`src/xrg_pkg.sv`:
```
// Shared types, constants and the generator step function for the xorshift128 range generator.
// No dependencies; every other file in src imports this package.
package xrg_pkg;

  localparam int unsigned WordW    = 32;
  localparam int unsigned CountW   = 6;
  localparam int unsigned DivCntW  = 5;

  // Number of generator steps run after a new seed.
  localparam logic [CountW-1:0] WARMUP_STEPS = 6'd40;

  // Last step index of the bit-serial remainder unit.
  localparam logic [DivCntW-1:0] DIV_LAST = 5'd31;

  // Generator state after reset.
  localparam logic [WordW-1:0] INIT_A = 32'd123456789;
  localparam logic [WordW-1:0] INIT_B = 32'd362436069;
  localparam logic [WordW-1:0] INIT_C = 32'd521288629;
  localparam logic [WordW-1:0] INIT_D = 32'd88675123;

  // Operation codes on the func field.
  localparam logic [1:0] FUNC_SEED  = 2'd0;
  localparam logic [1:0] FUNC_RAW   = 2'd1;
  localparam logic [1:0] FUNC_RANGE = 2'd2;

  // Four state words of the generator.
  typedef struct packed {
    logic [WordW-1:0] a;
    logic [WordW-1:0] b;
    logic [WordW-1:0] c;
    logic [WordW-1:0] d;
  } gen_state_t;

  // One job handed from the front to the back through the queue.
  typedef struct packed {
    logic             is_range;
    logic [WordW-1:0] word;
    logic [WordW-1:0] low;
    logic [WordW-1:0] span;
  } job_t;

  // One xorshift128 step; the new word is the d member of the result.
  function automatic gen_state_t xs_advance(input gen_state_t s);
    logic [WordW-1:0] t;
    gen_state_t       r;
    t   = s.a ^ (s.a << 11);
    r.a = s.b;
    r.b = s.c;
    r.c = s.d;
    r.d = s.d ^ (s.d >> 19) ^ t ^ (t >> 8);
    return r;
  endfunction

endpackage

```
`src/xrg_in_if.sv`:
```
// Request channel of the xorshift128 range generator: valid/ready plus the item fields.
// Depends on xrg_pkg for the word width.
interface xrg_in_if import xrg_pkg::*; ();
  logic                    valid;
  logic                    ready;
  logic [1:0]              func;
  logic [WordW-1:0]        seed_value;
  logic signed [WordW-1:0] range_low;
  logic signed [WordW-1:0] range_high;

  modport source (output valid, func, seed_value, range_low, range_high, input ready);
  modport sink   (input valid, func, seed_value, range_low, range_high, output ready);
endinterface

```
`src/xrg_out_if.sv`:
```
// Result channel of the xorshift128 range generator: valid/ready plus the result fields.
// Depends on xrg_pkg for the word width.
interface xrg_out_if import xrg_pkg::*; ();
  logic             valid;
  logic             ready;
  logic [WordW-1:0] result_word;
  logic             span_error;

  modport source (output valid, result_word, span_error, input ready);
  modport sink   (input valid, result_word, span_error, output ready);
endinterface

```
`src/xorshift128_range_generator_top.sv`:
```
// Top level of the xorshift128 range generator: front end, job queue and back end.
// Depends on xrg_pkg, xrg_in_if, xrg_out_if, xrg_front, xrg_queue and xrg_back.
//
// Usage:
//   req carries one item per valid/ready handshake: func selects seed (0), raw word (1)
//   or integer range (2); func 3 is accepted and ignored. rsp returns one result for
//   each raw or range item, in order, as result_word and span_error.
//   A raw item's result becomes valid once the back end has taken its job from the
//   queue and loaded the result register; it is taken when the receiver is ready.
//   A range item with a nonzero span passes through the 32-step restoring remainder
//   unit in the back end before its result is valid; a zero span returns range_low
//   with span_error set straight from the back end's load state. The back end works
//   on one job at a time and takes the next only after the previous result is taken,
//   passing through its load, remainder and output states.
//   A seed item replaces the fourth state word and then steps the generator 40 times,
//   during which req.ready stays low; it produces no result.
//   A two-entry queue sits between the front and back end, so the front keeps taking
//   items while the back end works or the receiver stalls; rsp holds its result
//   stable until taken, and req.ready drops once the queue is full.
//   rst (synchronous, active high) restores the standard xorshift128 seed words and
//   empties the queue and drops any result held in the result register.
module xorshift128_range_generator_top import xrg_pkg::*; (
  input  logic      clk,
  input  logic      rst,
  xrg_in_if.sink    req,
  xrg_out_if.source rsp
);

  logic push_valid;
  logic push_ready;
  job_t push_job;
  logic pop_valid;
  logic pop_ready;
  job_t pop_job;

  // Item intake and generator.
  xrg_front u_front (
    .clk        (clk),
    .rst        (rst),
    .req        (req),
    .push_valid (push_valid),
    .push_ready (push_ready),
    .push_job   (push_job)
  );

  // Decoupling queue.
  xrg_queue u_queue (
    .clk        (clk),
    .rst        (rst),
    .push_valid (push_valid),
    .push_ready (push_ready),
    .push_job   (push_job),
    .pop_valid  (pop_valid),
    .pop_ready  (pop_ready),
    .pop_job    (pop_job)
  );

  // Range reduction and result register.
  xrg_back u_back (
    .clk       (clk),
    .rst       (rst),
    .pop_valid (pop_valid),
    .pop_ready (pop_ready),
    .pop_job   (pop_job),
    .rsp       (rsp)
  );

endmodule

```
`src/xrg_front.sv`:
```
// Front end: accepts items, holds the generator state, runs seed warm-up and queues jobs.
// Depends on xrg_pkg and xrg_in_if.
module xrg_front import xrg_pkg::*; (
  input  logic      clk,
  input  logic      rst,
  xrg_in_if.sink    req,
  output logic      push_valid,
  input  logic      push_ready,
  output job_t      push_job
);

  typedef enum logic [1:0] {
    F_RUN  = 2'b01,
    F_WARM = 2'b10
  } front_state_t;

  front_state_t      fstate;
  gen_state_t        gen;
  gen_state_t        gen_step;
  logic [CountW-1:0] warmup_count;
  logic              accept;
  logic              is_job;

  // Next generator state, taken on each raw or range item and each warm-up step.
  assign gen_step = xs_advance(gen);

  // Items are taken only outside warm-up and with room in the queue.
  assign req.ready = (fstate == F_RUN) && push_ready;
  assign accept    = req.valid && req.ready;
  assign is_job    = (req.func == FUNC_RAW) || (req.func == FUNC_RANGE);

  // Raw and range items become a job carrying the fresh word and the span.
  assign push_valid        = accept && is_job;
  assign push_job.is_range = (req.func == FUNC_RANGE);
  assign push_job.word     = gen_step.d;
  assign push_job.low      = $unsigned(req.range_low);
  assign push_job.span     = $unsigned(req.range_high) - $unsigned(req.range_low);

  // Generator state and warm-up sequencing.
  always_ff @(posedge clk) begin
    if (rst) begin
      fstate       <= F_RUN;
      gen.a        <= INIT_A;
      gen.b        <= INIT_B;
      gen.c        <= INIT_C;
      gen.d        <= INIT_D;
      warmup_count <= '0;
    end else begin
      case (fstate)
        F_RUN: begin
          if (accept) begin
            if (req.func == FUNC_SEED) begin
              gen.d        <= req.seed_value;
              warmup_count <= '0;
              if (WARMUP_STEPS != '0) begin
                fstate <= F_WARM;
              end
            end else if (is_job) begin
              gen <= gen_step;
            end
          end
        end
        F_WARM: begin
          gen <= gen_step;
          if (warmup_count == WARMUP_STEPS - 1'b1) begin
            warmup_count <= '0;
            fstate       <= F_RUN;
          end else begin
            warmup_count <= warmup_count + 1'b1;
          end
        end
        default: begin
          fstate <= F_RUN;
        end
      endcase
    end
  end

endmodule

```
`src/xrg_queue.sv`:
```
// Two-entry job queue between the front end and the back end.
// Depends on xrg_pkg for the job type.
module xrg_queue import xrg_pkg::*; (
  input  logic clk,
  input  logic rst,
  input  logic push_valid,
  output logic push_ready,
  input  job_t push_job,
  output logic pop_valid,
  input  logic pop_ready,
  output job_t pop_job
);

  job_t       head;
  job_t       tail;
  logic [1:0] count;
  logic       push;
  logic       pop;

  assign push_ready = (count != 2'd2);
  assign pop_valid  = (count != 2'd0);
  assign pop_job    = head;
  assign push       = push_valid && push_ready;
  assign pop        = pop_valid && pop_ready;

  // Occupancy count.
  always_ff @(posedge clk) begin
    if (rst) begin
      count <= '0;
    end else begin
      count <= count + {1'b0, push} - {1'b0, pop};
    end
  end

  // The head always holds the oldest job; the tail moves up on a pop.
  always_ff @(posedge clk) begin
    if (pop) begin
      if (count == 2'd2) begin
        head <= tail;
      end else if (push) begin
        head <= push_job;
      end
    end else if (push) begin
      if (count == 2'd0) begin
        head <= push_job;
      end else begin
        tail <= push_job;
      end
    end
  end

endmodule

```
`src/xrg_back.sv`:
```
// Back end: takes jobs from the queue, reduces range words bit-serially, holds the result.
// Depends on xrg_pkg and xrg_out_if.
module xrg_back import xrg_pkg::*; (
  input  logic      clk,
  input  logic      rst,
  input  logic      pop_valid,
  output logic      pop_ready,
  input  job_t      pop_job,
  xrg_out_if.source rsp
);

  typedef enum logic [2:0] {
    B_IDLE = 3'b001,
    B_DIV  = 3'b010,
    B_OUT  = 3'b100
  } back_state_t;

  back_state_t        bstate;
  logic [DivCntW-1:0] div_count;
  logic [WordW-1:0]   dividend;
  logic [WordW-1:0]   rem;
  logic [WordW-1:0]   span;
  logic [WordW-1:0]   low;
  logic [WordW-1:0]   res_word;
  logic               res_err;
  logic [WordW:0]     trial;
  logic               fits;
  logic [WordW-1:0]   rem_next;

  // One restoring step: bring in the next dividend bit and subtract if it fits.
  assign trial    = {rem, dividend[WordW-1]};
  assign fits     = (trial >= {1'b0, span});
  assign rem_next = fits ? WordW'(trial - {1'b0, span}) : trial[WordW-1:0];

  assign pop_ready       = (bstate == B_IDLE);
  assign rsp.valid       = (bstate == B_OUT);
  assign rsp.result_word = res_word;
  assign rsp.span_error  = res_err;

  // Control sequence.
  always_ff @(posedge clk) begin
    if (rst) begin
      bstate    <= B_IDLE;
      div_count <= '0;
    end else begin
      case (bstate)
        B_IDLE: begin
          if (pop_valid) begin
            if (pop_job.is_range && (pop_job.span != '0)) begin
              bstate    <= B_DIV;
              div_count <= '0;
            end else begin
              bstate <= B_OUT;
            end
          end
        end
        B_DIV: begin
          div_count <= div_count + 1'b1;
          if (div_count == DIV_LAST) begin
            bstate <= B_OUT;
          end
        end
        B_OUT: begin
          if (rsp.ready) begin
            bstate <= B_IDLE;
          end
        end
        default: begin
          bstate <= B_IDLE;
        end
      endcase
    end
  end

  // Datapath: operand load, remainder steps and the result register.
  always_ff @(posedge clk) begin
    case (bstate)
      B_IDLE: begin
        dividend <= pop_job.word;
        rem      <= '0;
        span     <= pop_job.span;
        low      <= pop_job.low;
        if (!pop_job.is_range) begin
          res_word <= pop_job.word;
          res_err  <= 1'b0;
        end else begin
          res_word <= pop_job.low;
          res_err  <= (pop_job.span == '0);
        end
      end
      B_DIV: begin
        rem      <= rem_next;
        dividend <= dividend << 1;
        if (div_count == DIV_LAST) begin
          res_word <= rem_next + low;
          res_err  <= 1'b0;
        end
      end
      default: begin
      end
    endcase
  end

  // The partial remainder always stays below a nonzero span.
  a_rem_below_span: assert property (@(posedge clk) disable iff (rst)
    (bstate == B_DIV) |-> ((rem < span) && (span != '0)))
    else $error("partial remainder not below span");

  // A result waiting on a stalled receiver holds its value.
  a_result_held: assert property (@(posedge clk) disable iff (rst)
    ((bstate == B_OUT) && !rsp.ready) |=>
      ((bstate == B_OUT) && $stable(res_word) && $stable(res_err)))
    else $error("stalled result changed");

  // A job taken from the queue always leaves the idle state.
  a_pop_starts: assert property (@(posedge clk) disable iff (rst)
    (pop_valid && pop_ready) |=> (bstate != B_IDLE))
    else $error("popped job was dropped");

  // A range job with zero span is reported with span_error set and range_low as its result.
  a_err_source: assert property (@(posedge clk) disable iff (rst)
    ((bstate == B_IDLE) && pop_valid && pop_job.is_range && (pop_job.span == '0))
      |=> ((bstate == B_OUT) && res_err && (res_word == $past(pop_job.low))))
    else $error("zero span not reported");

endmodule
```
`src/flat_wrapper.sv`:
```
// flat-port wrapper written by rule: the top's interface ports become plain ports
module xorshift128_range_generator_top_flat import xrg_pkg::*;
  (clk, rst, req_valid, req_func, req_seed_value, req_range_low, req_range_high, req_ready, rsp_valid, rsp_result_word, rsp_span_error, rsp_ready);
  xrg_in_if req_i ();
  xrg_out_if rsp_i ();
  input  logic clk;
  input  logic rst;
  input wire logic [$bits(req_i.valid)-1:0] req_valid;
  input wire logic [$bits(req_i.func)-1:0] req_func;
  input wire logic [$bits(req_i.seed_value)-1:0] req_seed_value;
  input wire logic [$bits(req_i.range_low)-1:0] req_range_low;
  input wire logic [$bits(req_i.range_high)-1:0] req_range_high;
  output wire logic [$bits(req_i.ready)-1:0] req_ready;
  output wire logic [$bits(rsp_i.valid)-1:0] rsp_valid;
  output wire logic [$bits(rsp_i.result_word)-1:0] rsp_result_word;
  output wire logic [$bits(rsp_i.span_error)-1:0] rsp_span_error;
  input wire logic [$bits(rsp_i.ready)-1:0] rsp_ready;
  assign req_i.valid = req_valid;
  assign req_i.func = req_func;
  assign req_i.seed_value = req_seed_value;
  assign req_i.range_low = req_range_low;
  assign req_i.range_high = req_range_high;
  assign req_ready = req_i.ready;
  assign rsp_valid = rsp_i.valid;
  assign rsp_result_word = rsp_i.result_word;
  assign rsp_span_error = rsp_i.span_error;
  assign rsp_i.ready = rsp_ready;
  xorshift128_range_generator_top u_core (.clk(clk), .rst(rst), .req(req_i), .rsp(rsp_i));
endmodule
```
`config.mk`:
```
export PLATFORM = sky130hd
export DESIGN_NAME = xorshift128_range_generator_top_flat
export DESIGN_NICKNAME = d
export VERILOG_FILES = /design/src/xrg_pkg.sv /design/src/xrg_in_if.sv /design/src/xrg_out_if.sv /design/src/xorshift128_range_generator_top.sv /design/src/xrg_front.sv /design/src/xrg_queue.sv /design/src/xrg_back.sv /design/src/flat_wrapper.sv
export SDC_FILE = /design/constraint.sdc
export NUM_CORES = 1
export LEC_CHECK = 0
export BUFFER_PORTS_ARGS = -buffer_cell sky130_fd_sc_hd__buf_2
export CORE_MARGIN = 2
export CORE_UTILIZATION = 40
export DETAILED_ROUTE_END_ITERATION = 8
export SLEW_MARGIN = 20
export SYNTH_ARGS = -nofsm -noshare
export SYNTH_HDL_FRONTEND = slang
export SYNTH_SLANG_ARGS = --single-unit
```
`constraint.sdc`:
```
create_clock -name clk -period 18.4 [get_ports clk]
set_input_delay 3.68 -clock clk [delete_from_list [all_inputs] [get_ports clk]]
set_output_delay 3.68 -clock clk [all_outputs]
set_load 0.02 [all_outputs]
```
==> results of run 1 <==
==> metal layers <==
metal	vias up	track usage, %	share of wire (%)
met2	431	30.43	43
met3	77	2.990	5.4
met1	8691	30.60	49
li1	8791	-	-
met5	-	0	0
met4	0	5.547	2.3
==> stage by stage <==
step	std cells	setup WS (ps)	utilization, %	instance area [µm²]	total power [mW]
floorplan	2447	6901	-	25210	4.123
global placement	3337	11690	42.54	26690	4.865
detailed placement	3337	11630	42.54	26690	4.928
CTS	3437	11810	45.40	28480	6.049
global route	3437	11350	45.40	28480	6.463
finish	3437	11650	45.40	28480	6.032
==> flip-flops by register name, indices dropped and copies added (netlist names) <==
signal,cells
u_core.u_back.bstate,3
u_core.u_back.div_count,5
u_core.u_back.dividend,32
u_core.u_back.low,32
u_core.u_back.rem,32
u_core.u_back.rsp.result_word,32
u_core.u_back.rsp.span_error,1
u_core.u_back.span,32
u_core.u_front.fstate,2
u_core.u_front.gen,128
u_core.u_front.warmup_count,6
u_core.u_queue.count,2
u_core.u_queue.pop_job,97
u_core.u_queue.tail,97
==> cells in the mapped netlist, drive strengths merged, types with 3 or more instances <==
master	instances
nand3b	50
o21bai	15
o21ai	105
a31oi	11
nor3b	3
a221oi	3
and2	38
a21o	53
ha	104
buf	27
a211o	14
clkbuf	84
o31ai	7
a2111oi	3
inv	109
xor2	36
a221o	3
fa	3
mux2	24
nor3	14
o21a	19
a211oi	38
and4	6
o31a	3
nand4	14
nor4	12
a21oi	157
dfxtp	146
nand2b	11
nand2	519
o211ai	4
xnor2	144
or3	7
nor2	142
or2	3
a22oi	3
nand3	28
mux2i	54
and3	10
a31o	7
edfxtp	355
o221ai	5
nor2b	23
a21boi	4
==> final cells by class <==
class / instances / area [µm²]
tap: 846 / 1059
clock buffer: 67 / 1440
timing repair buffer: 155 / 829.5
multi-input combinational: 1726 / 10810
sequential: 501 / 13580
clock inverter: 33 / 352.8
inverter: 109 / 409.1
fill: 5887 / 34250
==> kinds of logic after synthesis <==
| kind of cell | after synthesis | synth area share, % |
|---|---|---|
| and+or+nand+nor | 886 | 15.59 |
| DFF | 501 | 53.87 |
| AOI/OAI and AO/OA | 475 | 12.06 |
| buffers and inverters | 220 | 3.459 |
| xor gates and xnor gates | 180 | 6.253 |
| adders and majority gates | 107 | 5.399 |
| muxes | 78 | 3.365 |
==> cells in the final DEF (no fill, tap or decap), types with 13 or more instances in the layout <==
cell type,netlist,routed
o21a_1,19,19
a211o_1,14,14
o21bai_1,15,15
buf_2,1,135
nor2_1,142,140
a21o_1,53,53
xor2_1,36,36
nand4_1,14,14
nor2b_1,23,22
a211oi_1,38,38
nand3b_1,50,50
nand2_1,519,518
and2_1,38,37
a21oi_1,150,149
ha_1,104,104
nor3_1,14,13
edfxtp_1,355,355
inv_1,108,108
xnor2_1,144,144
clkbuf_16,0,54
dfxtp_1,146,146
mux2i_1,53,53
nand3_1,28,28
buf_4,0,19
mux2_2,14,14
o21ai_0,99,99
==> power breakdown <==
part	internal [mW]	switching [mW]	total (mW)
combinational	1.14	1.89	3.03
sequential	1.71	0.191	1.90
clock	0.630	0.472	1.10
total	3.48	2.55	6.03
==> how the worst min path moves through the flow <==
stage	start	to	slack, ps	cells after the start
after floorplan	u_core.u_queue.pop_job[45]	u_core.u_back.low[13]	420	0
after detailed placement	u_core.u_queue.pop_job[5]	u_core.u_back.span[5]	430	0
after CTS	u_core.u_queue.pop_job[5]	u_core.u_back.span[5]	450	0
final	u_core.u_queue.pop_job[5]	u_core.u_back.span[5]	450	0
after global placement	u_core.u_queue.pop_job[9]	u_core.u_back.span[9]	440	0
after global routing	u_core.u_queue.pop_job[22]	u_core.u_back.span[22]	470	0
==> flow_summary.json, run 1 <==
{
  "ys_types": 78,
  "io_pins": 137,
  "gp_congestion": 0.8886,
  "cp_slowest_cell": "a311oi_1",
  "totalWireLength_um": 66490,
  "n_antenna_cell": 0,
  "post-route-drc-count": 0,
  "rows": 92,
  "fin_crit_sh_pct": 36.68,
  "fmaxAchievable_mhz": 148.2,
  "grt_max_degree": 129,
  "clk_pin_slew_ps": 60,
  "fin_skew_ps": 22.63,
  "syn_nets": 2656,
  "port_buffers": 136,
  "maxSlewViolCount": 0,
  "yosysSeqAreaShare_pct": 53.87,
  "crit_end": "u_core.u_back.rsp.result_word[30]",
  "syn_inst": 2447,
  "yosys_warnings": 0,
  "hold_buffers": 0,
  "synth_top_area_share_pct": 42.28,
  "die_y_um": 255.1,
  "startpoint": "u_core.u_back.rem[0]",
  "synth_seq_cells": 501,
  "fin_setup_tns_ps": 0,
  "cts_inserted_buffers": 54,
  "post-cts-setup-buffer-count": 0,
  "die_w_um": 255.1,
  "start_util_pct": 40.19,
  "crit_top_cell": "o21ai_1",
  "grt_overflow_total": 0,
  "drive_gt1_share_pct": 11.69,
  "path_buf_inv": 1,
  "slew_headroom_pct": 28.84,
  "cp_max_fo": 31,
  "synthArstFlopShare_pct": 0,
  "dr.pass1.iters": 5,
  "hpwl_um": 47980,
  "worstSetupEndpointType": "register",
  "core_area_um2": 62740,
  "drt_iter0_markers": 1443,
  "area_delta_synth_final_pct": 12.98,
  "vias": 17990,
  "yosys-top-cells-area": "edfxtp_1, dfxtp_1, nand2_1, ha_1, xnor2_1",
  "cts_root_buf": "clkbuf_16",
  "ctsResizeCount": 0,
  "antenna_left": 0,
  "reg2regPathDepth": 19,
  "setup_violations": 0,
  "cts_sinks": 501,
  "final_hold_viol_count": 0,
  "drv_cap": 0,
  "synthFlopType": "edfxtp_1",
  "r2r-end": "u_core.u_back.rsp.result_word[30]",
  "period_needed_ps": 6748,
  "antenna_found_initial": 0,
  "synth_area_um2": 25210,
  "hp-class": "reg2reg",
  "avgRoutedWirePerCell_um": 19.35,
  "cts_tree": "yes",
  "ir_drop_v": 0.0001183,
  "num-nets-final": 2756,
  "grt_pass1_wl_um": 101000,
  "reg2reg_slack_ps": 11650,
  "synth_edf_count": 355,
  "die-area_um2": 65060,
  "status": "finished clean",
  "r2r_start": "u_core.u_back.rem[0]",
  "crit_family": "compound AO/OA/AOI/OAI gates",
  "cp_num_cells": 19,
  "arrival_ps": 7110,
  "avgSynthCellArea_um2": 10.30,
  "p_leak_nw": 11.36,
  "gr-usage-all-layers_pct": 20.35,
  "cp-start-kind": "register",
  "cts.path.max_buffers": 3,
  "viasPerCell": 5.234,
  "clk_latency_ps": 630,
  "rsz0062_at_grt": "false",
  "required_ps": 18760,
  "holdWs_ps": 447.7,
  "first_global_vias": 16900,
  "tightestPinTransition_ps": 1067,
  "htreeDepth": 2,
  "cellPowerDensity_nw_per_um2": 211.8,
  "cp_cell_sequence": "ha_1, nor2b_1, o31a_1, o311a_1, o2111a_1, or2_1, a31o_2, buf_4, mux2_4, ha_1, a21o_1, a311o_1, or3_1, o21ai_1, o21ai_1, a311oi_1, o21ai_1, xnor2_1, a21oi_1",
  "synth.largest_area_cell": "edfxtp_1",
  "critPathKind": "reg2reg",
  "slowest_delay_ps": 610
}
No activity file was read; power rests on OpenSTA's default activity.
==> run 2, diff against run 1 <==
==> constraint.sdc (replaced) <==
create_clock -name clk -period 5.9 [get_ports clk]
set_input_delay 1.18 -clock clk [delete_from_list [all_inputs] [get_ports clk]]
set_output_delay 1.18 -clock clk [all_outputs]
set_load 0.02 [all_outputs]
==> run 2 against run 1 <==
Compared with the run above: die area stayed put; sequential share of layout area fell by 0.26 points; total power increased to 3.2 times the previous value; routed wire length is essentially flat; non-clock buffer count grew 13; first-iteration DRC count is 9.5% higher; final cell count grew 0.44%; sequential power increased to 3.1 times the previous value; global-route usage is 0.063 points lower.
==> flow_summary.json, run 2 (synthesis results as in run 1) <==
{
  "status": "finished clean",
  "largest_reg_flops": 128,
  "finalInstanceArea_um2": 28640,
  "die_w_um": 255.1,
  "required_ps": 6230,
  "cp_cell_sequence": "ha_1, and4_1, nor2b_2, a21boi_0, a2111oi_0, o211ai_1, a31o_4, mux2_4, ha_1, a21o_1, a311o_1, or3_1, o21ai_1, o21ai_1, a311oi_1, o21ai_1, xnor2_1, a21oi_1",
  "fin_crit_sh_pct": 95.76,
  "n_antenna_cell": 0,
  "cts_sinks": 501,
  "avgRoutedWirePerCell_um": 19.27,
  "post-cts-setup-buffer-count": 0,
  "gp_congestion": 0.9295,
  "cts_tree": "yes",
  "holdWs_ps": 452.9,
  "gr-usage-all-layers_pct": 20.29,
  "first_global_vias": 17220,
  "pre_cts_ws_ps": 139.8,
  "fmaxAchievable_mhz": 177.0,
  "path_buf_inv": 0,
  "vias": 18080,
  "fin_setup_tns_ps": 0,
  "final_util_pct": 45.65,
  "arrival_ps": 5980,
  "crit_family": "compound AO/OA/AOI/OAI gates",
  "clk_pin_slew_ps": 60,
  "worstSetupEndpointType": "register",
  "cellPowerDensity_nw_per_um2": 665.3,
  "drive_gt1_share_pct": 11.86,
  "core_area_um2": 62740,
  "fillers": 5842,
  "mostFrequentLayoutCells": "nand2_1, edfxtp_1, a21oi_1, dfxtp_1, xnor2_1",
  "final_hold_viol_count": 0,
  "crit_top_cell": "o21ai_1",
  "maxSlewViolCount": 0,
  "io_pins": 137,
  "fin_cells": 3452,
  "critPathKind": "reg2reg",
  "hold_buffers": 0,
  "hp-class": "reg2reg",
  "period_needed_ps": 5650,
  "dpl_cell_area_um2": 26800,
  "grt_overflow_total": 0,
  "slew_headroom_pct": 32.96,
  "clk_latency_ps": 620,
  "setup_violations": 0,
  "total_power_mw": 19.05,
  "totalWireLength_um": 66520,
  "antenna_left": 0,
  "final_common_cell": "nand2_1",
  "start_util_pct": 40.19,
  "grt_pass1_wl_um": 100900,
  "regMostFlops": "u_core.u_front.gen",
  "post-route-drc-count": 0,
  "setup_ws_ps": 250.4,
  "num-nets-final": 2771,
  "viasPerCell": 5.238,
  "cts.path.max_buffers": 3,
  "dr.pass1.iters": 5,
  "port_buffers": 136,
  "antenna_found_initial": 4,
  "tightestPinTransition_ps": 1006,
  "fin_skew_ps": 28.78,
  "drv_cap": 0,
  "hpwl_um": 48450,
  "grt_max_degree": 101,
  "p_leak_nw": 11.44,
  "place_inst": 3350,
  "cp-start-kind": "register",
  "ir_drop_v": 0.0003140,
  "cts_inserted_buffers": 54,
  "cts_root_buf": "clkbuf_16",
  "die_y_um": 255.1,
  "htreeDepth": 2,
  "area_delta_synth_final_pct": 13.60,
  "cp_slowest_cell": "a311oi_1",
  "drt_iter0_markers": 1580,
  "slowest_delay_ps": 460,
  "rows": 92,
  "die-area_um2": 65060,
  "cp_max_fo": 6
}
run 2: worst paths after layout:
path,from,to,slack [ps],cells after the start
hold reg to reg,u_core.u_front.gen[89],u_core.u_front.gen[89],450,2
setup / recovery,u_core.u_back.rem[27],u_core.u_back.rsp.result_word[30],250,18
hold / removal,u_core.u_front.gen[89],u_core.u_front.gen[89],450,2
setup reg to reg,u_core.u_back.rem[27],u_core.u_back.rsp.result_word[30],250,18
run 2: per-layer routing:
layer	track usage, %	up-vias	wire [µm]
li1	-	8806	-
met1	30.41	8657	32700
met2	30.29	516	28400
met3	3.173	101	3718
met4	5.597	0	1706
met5	0	-	0
run 2: what timing repair did:
item	in CTS	in global routing
hold endpoints to repair	0	0
setup endpoints to repair	0	7
resized for setup	0	7
run 2: cell type report:
class	count	area, µm²	area share, %
Clock buffer	70	1443	5.037
Sequential cell	501	13580	47.42
Multi-Input combinational cell	1728	10870	37.96
Inverter	109	409.1	1.429
Clock inverter	30	340.3	1.188
Timing Repair Buffer	168	935.9	3.268
Tap cell	846	1059	3.696
run 2: tightest hold or removal path, cell delays in order, from the launching register on:
cell	delay, ps
dfxtp_1	310
nand2_1	50
a21oi_1	50
run 2: power by group:
group	switching (mW)	internal, mW
sequential	0.603	5.33
clock	1.42	1.99
combinational	6.00	3.71
total	8.03	11.0
==> run 3, diff against run 2 <==
--- a/config.mk
+++ b/config.mk
@@ -6,10 +6,10 @@
 export NUM_CORES = 1
 export LEC_CHECK = 0
 export BUFFER_PORTS_ARGS = -buffer_cell sky130_fd_sc_hd__buf_2
-export CORE_MARGIN = 2
 export CORE_UTILIZATION = 40
 export DETAILED_ROUTE_END_ITERATION = 8
 export SLEW_MARGIN = 20
 export SYNTH_ARGS = -nofsm -noshare
 export SYNTH_HDL_FRONTEND = slang
+export SYNTH_HIERARCHICAL = 1
 export SYNTH_SLANG_ARGS = --single-unit
==> constraint.sdc (replaced) <==
create_clock -name clk -period 5.45 [get_ports clk]
set_input_delay 1.09 -clock clk [delete_from_list [all_inputs] [get_ports clk]]
set_output_delay 1.09 -clock clk [all_outputs]
set_load 0.02 [all_outputs]
==> run 3 against run 2 <==
Compared with the run above: final cell count about the same; synthesized cell count shrank 1.9%; highest routed layer unchanged; critical endpoint is now u_core/u_back/rsp.result_word[30]; hold slack lost 10 ps.
==> flow_summary.json, run 3 <==
{
  "required_ps": 5780,
  "antenna_found_initial": 4,
  "worstSetupEndpointType": "register",
  "period_needed_ps": 5280,
  "tightestPinTransition_ps": 1046,
  "cts.path.max_buffers": 3,
  "antenna_left": 0,
  "synth_top_area_share_pct": 41.64,
  "fin_crit_sh_pct": 96.89,
  "yosys.area_share.simple_pct": 13.51,
  "syn_nets": 2608,
  "cp_slowest_cell": "a311o_1",
  "critPathKind": "reg2reg",
  "yosysSeqAreaShare_pct": 53.06,
  "synth_edf_count": 355,
  "clk_latency_ps": 620,
  "cellPowerDensity_nw_per_um2": 765.9,
  "yosys-top-cells-area": "edfxtp_1, dfxtp_1, nand2_1, ha_1, xnor2_1",
  "n_antenna_cell": 0,
  "status": "finished clean",
  "cts_root_buf": "clkbuf_16",
  "core_area_um2": 63200,
  "final_hold_viol_count": 0,
  "rows": 92,
  "avgSynthCellArea_um2": 10.66,
  "die-area_um2": 65010,
  "die_w_um": 255.0,
  "synth_top_family_by_area": "simple AND/OR/NAND/NOR gates",
  "ys_types": 82,
  "grt_pass1_wl_um": 98930,
  "hold_buffers": 0,
  "ir_drop_v": 0.0004337,
  "fin_setup_tns_ps": 0,
  "hpwl_um": 46010,
  "total_power_mw": 22.59,
  "post-route-drc-count": 0,
  "synth.largest_area_cell": "edfxtp_1",
  "synthArstFlopShare_pct": 0,
  "yosys_warnings": 6,
  "syn_inst": 2401,
  "synth-xor-area-share_pct": 6.296,
  "viasPerCell": 5.245,
  "grt_overflow_total": 0,
  "num-nets-final": 2765,
  "path_buf_inv": 3,
  "holdWs_ps": 442.9,
  "fin_skew_ps": 18.70,
  "gp_congestion": 0.9085,
  "io_pins": 137,
  "drv_cap": 0,
  "slew_headroom_pct": 30.30,
  "fmaxAchievable_mhz": 189.4,
  "cp-start-kind": "register",
  "grt_max_degree": 97,
  "synthFlopType": "edfxtp_1",
  "dr.pass1.iters": 6,
  "largest_reg_flops": 128,
  "vias": 18090,
  "start_util_pct": 40.51,
  "final_common_cell": "nand2_1",
  "cp_max_fo": 7,
  "clk_pin_slew_ps": 60,
  "synth_mux_area_share_pct": 6.594,
  "avgRoutedWirePerCell_um": 18.70,
  "regMostFlops": "u_core/u_front/gen",
  "mostFrequentLayoutCells": "nand2_1, edfxtp_1, a21oi_1, dfxtp_1, xnor2_1",
  "maxSlewViolCount": 0,
  "synth_seq_cells": 501,
  "area_delta_synth_final_pct": 15.22,
  "port_buffers": 136,
  "crit_top_cell": "a21oi_2",
  "cts_tree": "yes",
  "drive_gt1_share_pct": 19.52,
  "synth.most_common_cell": "nand2_1",
  "first_global_vias": 17560,
  "cts_sinks": 501,
  "htreeDepth": 2,
  "slowest_delay_ps": 470,
  "synthTopCellsByCount": "nand2_1, edfxtp_1, a21oi_1",
  "setup_violations": 0,
  "drt_iter0_markers": 1218,
  "synth_compound_area_share_pct": 10.99,
  "cp_cell_sequence": "inv_1, ha_1, nor2b_1, o31ai_1, a31oi_2, a311o_1, a21oi_2, o21ai_4, buf_6, nor2_1, a21oi_2, ha_2, inv_1, fa_2, nor2b_2, o2111ai_2, a21oi_2, a311o_1, a221o_1, a211o_1, a31oi_2, xor2_1, o21ai_1",
  "totalWireLength_um": 64490,
  "die_y_um": 255.0,
  "cts_inserted_buffers": 54,
  "hp-class": "reg2reg",
  "crit_family": "compound AO/OA/AOI/OAI gates",
  "p_leak_nw": 11.71,
  "synth_area_um2": 25600,
  "synthAdderAreaFrac_pct": 5.220,
  "arrival_ps": 5610,
  "gr-usage-all-layers_pct": 19.64
}
-- run 3: changes by cell type after synthesis, moves of 16 or more --
cell / delta
nand2_1: -79
mux2_2: +71
nand3b_1: -49
nand3_1: +39
buf_4: +36
mux2i_1: -25
o21ai_0: -23
a21o_1: -22
mux2_4: +21
a311oi_1: +20
clkbuf_1: -20
buf_2: +17
a211oi_1: -16
-- run 3: cells by family (layout without fill, tap and decap cells) --
family,after synthesis,in the layout
AO/OA/AOI/OAI,436,436
XOR/XNOR,184,184
adder cells (fa/ha/maj),105,105
buffers and inverters,241,443
flip-flops,501,501
multiplexers,143,143
AND/OR/NAND/NOR,791,791
-- run 3: final timing paths --
check | start | endpoint | slack, ps | depth (start not counted)
worst max register to register | u_core/u_back/span[1] | u_core/u_back/rsp.result_word[30] | 170 | 23
worst min-delay path | u_core/u_queue/pop_job[59] | u_core/u_back/low[27] | 440 | 0
worst min register to register | u_core/u_queue/pop_job[59] | u_core/u_back/low[27] | 440 | 0
worst max-delay path | u_core/u_back/span[1] | u_core/u_back/rsp.result_word[30] | 170 | 23
-- run 3: report_power, final --
| part | switching [mW] | internal (mW) | leakage, nW |
|---|---|---|---|
| sequential | 0.762 | 5.93 | 4.60 |
| clock | 1.58 | 2.09 | 0.858 |
| combinational | 6.88 | 5.34 | 6.25 |
| total | 9.22 | 13.4 | 11.7 |
-- run 3: repair_timing --
item,in CTS,in global routing
cloned,0,2
endpoints found under the hold margin,0,0
pin swaps,3,21
buffers inserted,0,6
endpoints found under the setup margin,8,17
gates resized for setup,7,47
-- run 3: metrics by stage --
step                util (%)  area (µm²)  setup WS [ps]  cells
detailed placement     43.40       27420         -59.47   3340
floorplan                  -       25630          195.6   2401
global placement       43.40       27420          33.36   3340
global route           46.67       29490         -50.53   3449
finish                 46.67       29490          169.8   3449
CTS                    46.24       29220          9.933   3441
-- run 3: cell type report --
class,count,area [µm²]
Clock buffer,79,1555
Clock inverter,22,219.0
Fill cell,5838,33700
Inverter,105,397.9
Multi-Input combinational cell,1659,11210
Sequential cell,501,13580
Tap cell,846,1059
Timing Repair Buffer,237,1473
-- run 3: layer usage --
layer	routed length (µm)	up-vias	global-route usage, %	share of wire (%)
met4	1896	0	6.416	2.9
li1	-	8815	-	-
met5	0	-	0	0
met2	29380	430	31.44	46
met1	30420	8753	27.49	47
met3	2791	91	2.522	4.3
